[src/sv/bsm_pkg.sv]
// bsm_pkg: shared widths and defaults for the bounding-sphere union block.
// No dependencies.
`default_nettype none
package bsm_pkg;
	localparam int CoordW = 32;
	localparam int RadW   = 31;
	localparam int FractionBitsDef = 16;
	localparam int DeltaW = 33;	// coordinate difference
	localparam int SumW   = 68;	// sum of three squares
	localparam int DistW  = 35;	// floor sqrt of SumW bits
endpackage
`default_nettype wire

[src/sv/bsm_div.sv]
// bsm_div: restoring divider, one quotient bit per cycle, 100-bit dividend.
// Depends on bsm_pkg.
`default_nettype none
module bsm_div (
	input  wire logic                      clk,
	input  wire logic                      arst_n,
	input  wire logic                      start,
	input  wire logic [99:0]               dividend,
	input  wire logic [bsm_pkg::DistW:0]   divisor,
	output logic                           done,
	output logic [bsm_pkg::DeltaW-1:0]     quotient
);
	import bsm_pkg::*;
	localparam int NW = 100;
	logic [NW-1:0]   num_q;
	logic [DistW+1:0] rem_q;
	logic [6:0]      cnt_q;
	logic            busy_q;
	logic [DistW+1:0] sh;
	assign sh = {rem_q[DistW:0], num_q[NW-1]};

	always_ff @(posedge clk or negedge arst_n) begin
		if (!arst_n) begin
			busy_q <= 1'b0;
			done   <= 1'b0;
			cnt_q  <= '0;
		end else begin
			done <= 1'b0;
			if (start) begin
				busy_q <= 1'b1;
				cnt_q  <= 7'(NW - 1);
			end else if (busy_q) begin
				cnt_q <= cnt_q - 7'd1;
				if (cnt_q == '0) begin
					busy_q <= 1'b0;
					done   <= 1'b1;
				end
			end
		end
	end

	always_ff @(posedge clk) begin
		if (start) begin
			num_q <= dividend;
			rem_q <= '0;
		end else if (busy_q) begin
			if (sh >= {1'b0, divisor}) begin
				rem_q <= sh - {1'b0, divisor};
				num_q <= {num_q[NW-2:0], 1'b1};
			end else begin
				rem_q <= sh;
				num_q <= {num_q[NW-2:0], 1'b0};
			end
		end
	end
	assign quotient = num_q[DeltaW-1:0];
endmodule
`default_nettype wire

[config.mk]
export PLATFORM = sky130hd
export DESIGN_NAME = bsm_div
export DESIGN_NICKNAME = d
export VERILOG_FILES = /design/src/sv/bsm_pkg.sv /design/src/sv/bsm_div.sv
export SDC_FILE = /design/constraint.sdc
export NUM_CORES = 1
export LEC_CHECK = 0
export BUFFER_PORTS_ARGS = -buffer_cell sky130_fd_sc_hd__buf_2
export CAP_MARGIN = 20
export CELL_PAD_IN_SITES_DETAIL_PLACEMENT = 1
export CELL_PAD_IN_SITES_GLOBAL_PLACEMENT = 1
export CORE_MARGIN = 3
export CORE_UTILIZATION = 44
export CTS_BUF_LIST = sky130_fd_sc_hd__clkbuf_4 sky130_fd_sc_hd__clkbuf_8
export DETAILED_ROUTE_END_ITERATION = 8
export PLACE_DENSITY = 0.91
export SETUP_SLACK_MARGIN = 0.1
export SYNTH_ARGS = -nofsm -noshare
export SYNTH_HDL_FRONTEND = slang
export SYNTH_SLANG_ARGS = --single-unit
[constraint.sdc]
create_clock -name clk -period 4.2 [get_ports clk]
set_clock_uncertainty 0.1 [all_clocks]
set_input_delay 0.42 -clock clk [delete_from_list [all_inputs] [get_ports clk]]
set_output_delay 0.42 -clock clk [all_outputs]
set_load 0.005 [all_outputs]
==> out/metrics.cfg <==
[worst_setup_path]
crit_path_start_kind=flip-flop
reg2reg_from=rem_q[2]$_SDFFE_PP0P_
critical_path.top_delay_family=compound AO/OA/AOI/OAI gates
worstPathCellList=ha_1 > nand3_1 > o21bai_1 > a2111o_1 > a31oi_4 > a21oi_2 > o21bai_2 > o311ai_0 > a311oi_1
worst-path-stages=9
critPathMaxStageDelay_ns=0.52
worstPathMaxFanout=12
cp.arrival_ns=3.76
crit_end=rem_q[19]$_SDFFE_PP0P_
reg2reg_depth=9
reg2reg_slack_ns=0.70
cp-end-kind=flip-flop
cp.required_ns=4.46
crit_path_start=rem_q[2]$_SDFFE_PP0P_
worstSetupPathType=reg2reg
r2r-end=rem_q[19]$_SDFFE_PP0P_
cp_num_buf_inv=0
crit_slowest_cell=o21bai_2

[drt]
drtPass1Iterations=4
drt-initial-drc-count=350
wl_per_cell_um=19.4
vias=6991
drc_errors=0
vias_per_cell=5.61
wl_um=24200
ant_nets=0

[floorplan]
die_area_mm2=0.0215
ioPinCount=173
die-width_um=147
placeableCoreArea_mm2=0.0191
die_h_um=147
rows=50
initial_core_util=0.457

[sta]
worst_pin_slew_ns=0.739
period_share=0.834
maxSlewViolCount=0
tns_ns=0
rsz0062_at_grt=no
fin_crit_ns=3.50
relSlewSlack=0.507
final_hold_viol_count=0
fmax_mhz=285
setup_viol=0

[global_route]
grt_pass1_vias=7205
overflow=0
grt_max_degree=135
grt_first_pass_wirelength_um=38400
grt.total_usage=0.223
antenna_found_initial=2

[worst_hold_path]
hold_class=in2reg
worstHoldStart=dividend[32]

[cts]
cts_setup_buffers=0
ctsHtreeMaxLevel=4
cts_root_buffer=clkbuf_8
cts_tree=built
clk_pin_slew_ns=0.11
cts_buffers=17
clockBufferDepth=2
insertion_delay_ns=0.47
cts.sinks=145

[yosys]
ys.flop_type=edfxtp_1
syn-instance-count=852
ys_ff_latch=145
synth_top_cell_by_area=edfxtp_1
yosysUniqueCellTypes=63
async_flop_share=0.0621
synth_common_cells=edfxtp_1 (100), mux2_2 (100), nand2_1 (97), nor2_1 (59), inv_1 (53)
synth_fp_nets=1030
synth_edf_count=100
synth_area_leaders=edfxtp_1 (34%), mux2_2 (13%), dfxtp_1 (8.3%)
yosysTopAreaCellShare=0.344
ys_warn_count=0
yosysSeqAreaShare=0.453
avgSynthCellArea_um2=10.2
syn_area_mm2=0.00872

[power_and_ir_drop]
power.internal_uw=3180
swShare=0.399
leakagePower_uw=0.00424
p_switching_uw=2110
pwr-share-comb=0.409
vdd_drop_max_mv=0.279
p_clk_frac=0.218
power_frac_seq=0.374
powerDensity_mw_per_mm2=529

[layout]
syn2layout_area_growth_pct=14.5
multi_input_area_mm2=0.00414
fin_util=0.523
fin_cells=1247
regArea_mm2=0.00395
nFillCells=2147
nNetsFinal=1149
drive_gt1_frac=0.324

[placed_design]
hpwl_um=18000
dpl.cell_count=1211
place.gp.congestion=0.923
port_buffers=172

[flow_run]
maxCapViolCount=0

[status]
status=finished, final reports clean

==> how the worst min path moves through the flow <==
| stage | end | cells past startpoint | slack, ns |
|---|---|---|---|
| final | num_q[32]$_DFFE_PP_ | 2 | 0.15 |
| after global placement | cnt_q[5]$_DFFE_PN0P_ | 1 | 0.18 |
| after detailed placement | cnt_q[2]$_DFFE_PN0P_ | 1 | 0.19 |
| after global routing | num_q[21]$_DFFE_PP_ | 2 | 0.12 |
| after floorplan | busy_q$_DFF_PN0_ | 0 | 0.02 |
| after CTS | num_q[32]$_DFFE_PP_ | 2 | 0.12 |
==> metrics by stage <==
| stage | setup slack [ns] | total power (uW) | instance area [um2] | hold slack [ns] |
|---|---|---|---|---|
| floorplan | 0.408 | 3540 | 8720 | 0.0244 |
| global placement | 0.734 | 4010 | 9570 | 0.177 |
| detailed placement | 0.576 | 4130 | 9570 | 0.191 |
| CTS | 0.755 | 5300 | 9980 | 0.124 |
| global route | 0.478 | 5650 | 9990 | 0.118 |
| finish | 0.697 | 5290 | 9990 | 0.146 |
==> cell families (layout without fill, tap and decap cells) <==
logic type                 count (synthesis)  after routing  synth area share
buffers and inverters                    135            267            0.0732
adders and majority gates                 39             39            0.0568
and+or+nand+nor                          234            234             0.121
xor gates and xnor gates                  33             33            0.0331
DFF                                      145            145             0.453
other                                      0              3                 0
muxes                                    101            101             0.130
AOI/OAI and AO/OA                        165            165             0.133
==> registers in the layout (all words and copies together), names as in the netlist <==
register and cells:
busy_q 1, cnt_q 7, done 1, num_q 100, rem_q 36
==> power groups by stage <==
stage,registers [uW],clock network [uW],logic [uW]
detailed placement,2010,0,2120
global placement,1990,0,2020
global route,2010,1240,2400
CTS,1970,1170,2150
finish,1980,1150,2160
floorplan,1930,0,1600
==> layer usage <==
metal	track usage	vias to the layer above	share of wire
li1	-	3326	-
met1	0.274	3430	0.42
met2	0.395	198	0.52
met3	0.0416	37	0.045
met4	0.0734	0	0.022
met5	0	-	0
==> repair_timing <==
item,CTS,global route
gates resized for setup,0,0
endpoints found under the hold margin,9,0
hold buffers,1,0
==> placed cells by master (no fill, tap or decap), drive strengths merged, types with 5 or more instances in the layout <==
cell / synthesis / final
clkinv: 1 / 5
o21a: 6 / 6
nor4: 5 / 5
nor2: 59 / 59
nand3: 16 / 16
clkbuf: 37 / 17
nor3: 16 / 16
buf: 44 / 180
xnor2: 23 / 23
ha: 38 / 38
a211oi: 5 / 5
xor2: 10 / 10
or3: 5 / 5
o21bai: 5 / 5
dfrtp: 9 / 9
a311oi: 29 / 29
inv: 53 / 63
a41oi: 7 / 7
nand4: 6 / 6
a31oi: 6 / 6
o21ai: 30 / 30
o31ai: 6 / 6
dfxtp: 36 / 36
a21o: 5 / 5
nand2: 97 / 97
edfxtp: 100 / 100
a21oi: 42 / 42
and3: 12 / 12
mux2: 100 / 100
==> final cells by class <==
class	count	area share
timing repair buffer	181	0.0960
sequential	145	0.395
clock buffer	17	0.0234
tap	260	0.0326
inverter	54	0.0203
antenna	3	0.000752
multi-input combinational	572	0.415
clock inverter	15	0.0168
No activity file was read; power rests on OpenSTA's default activity.
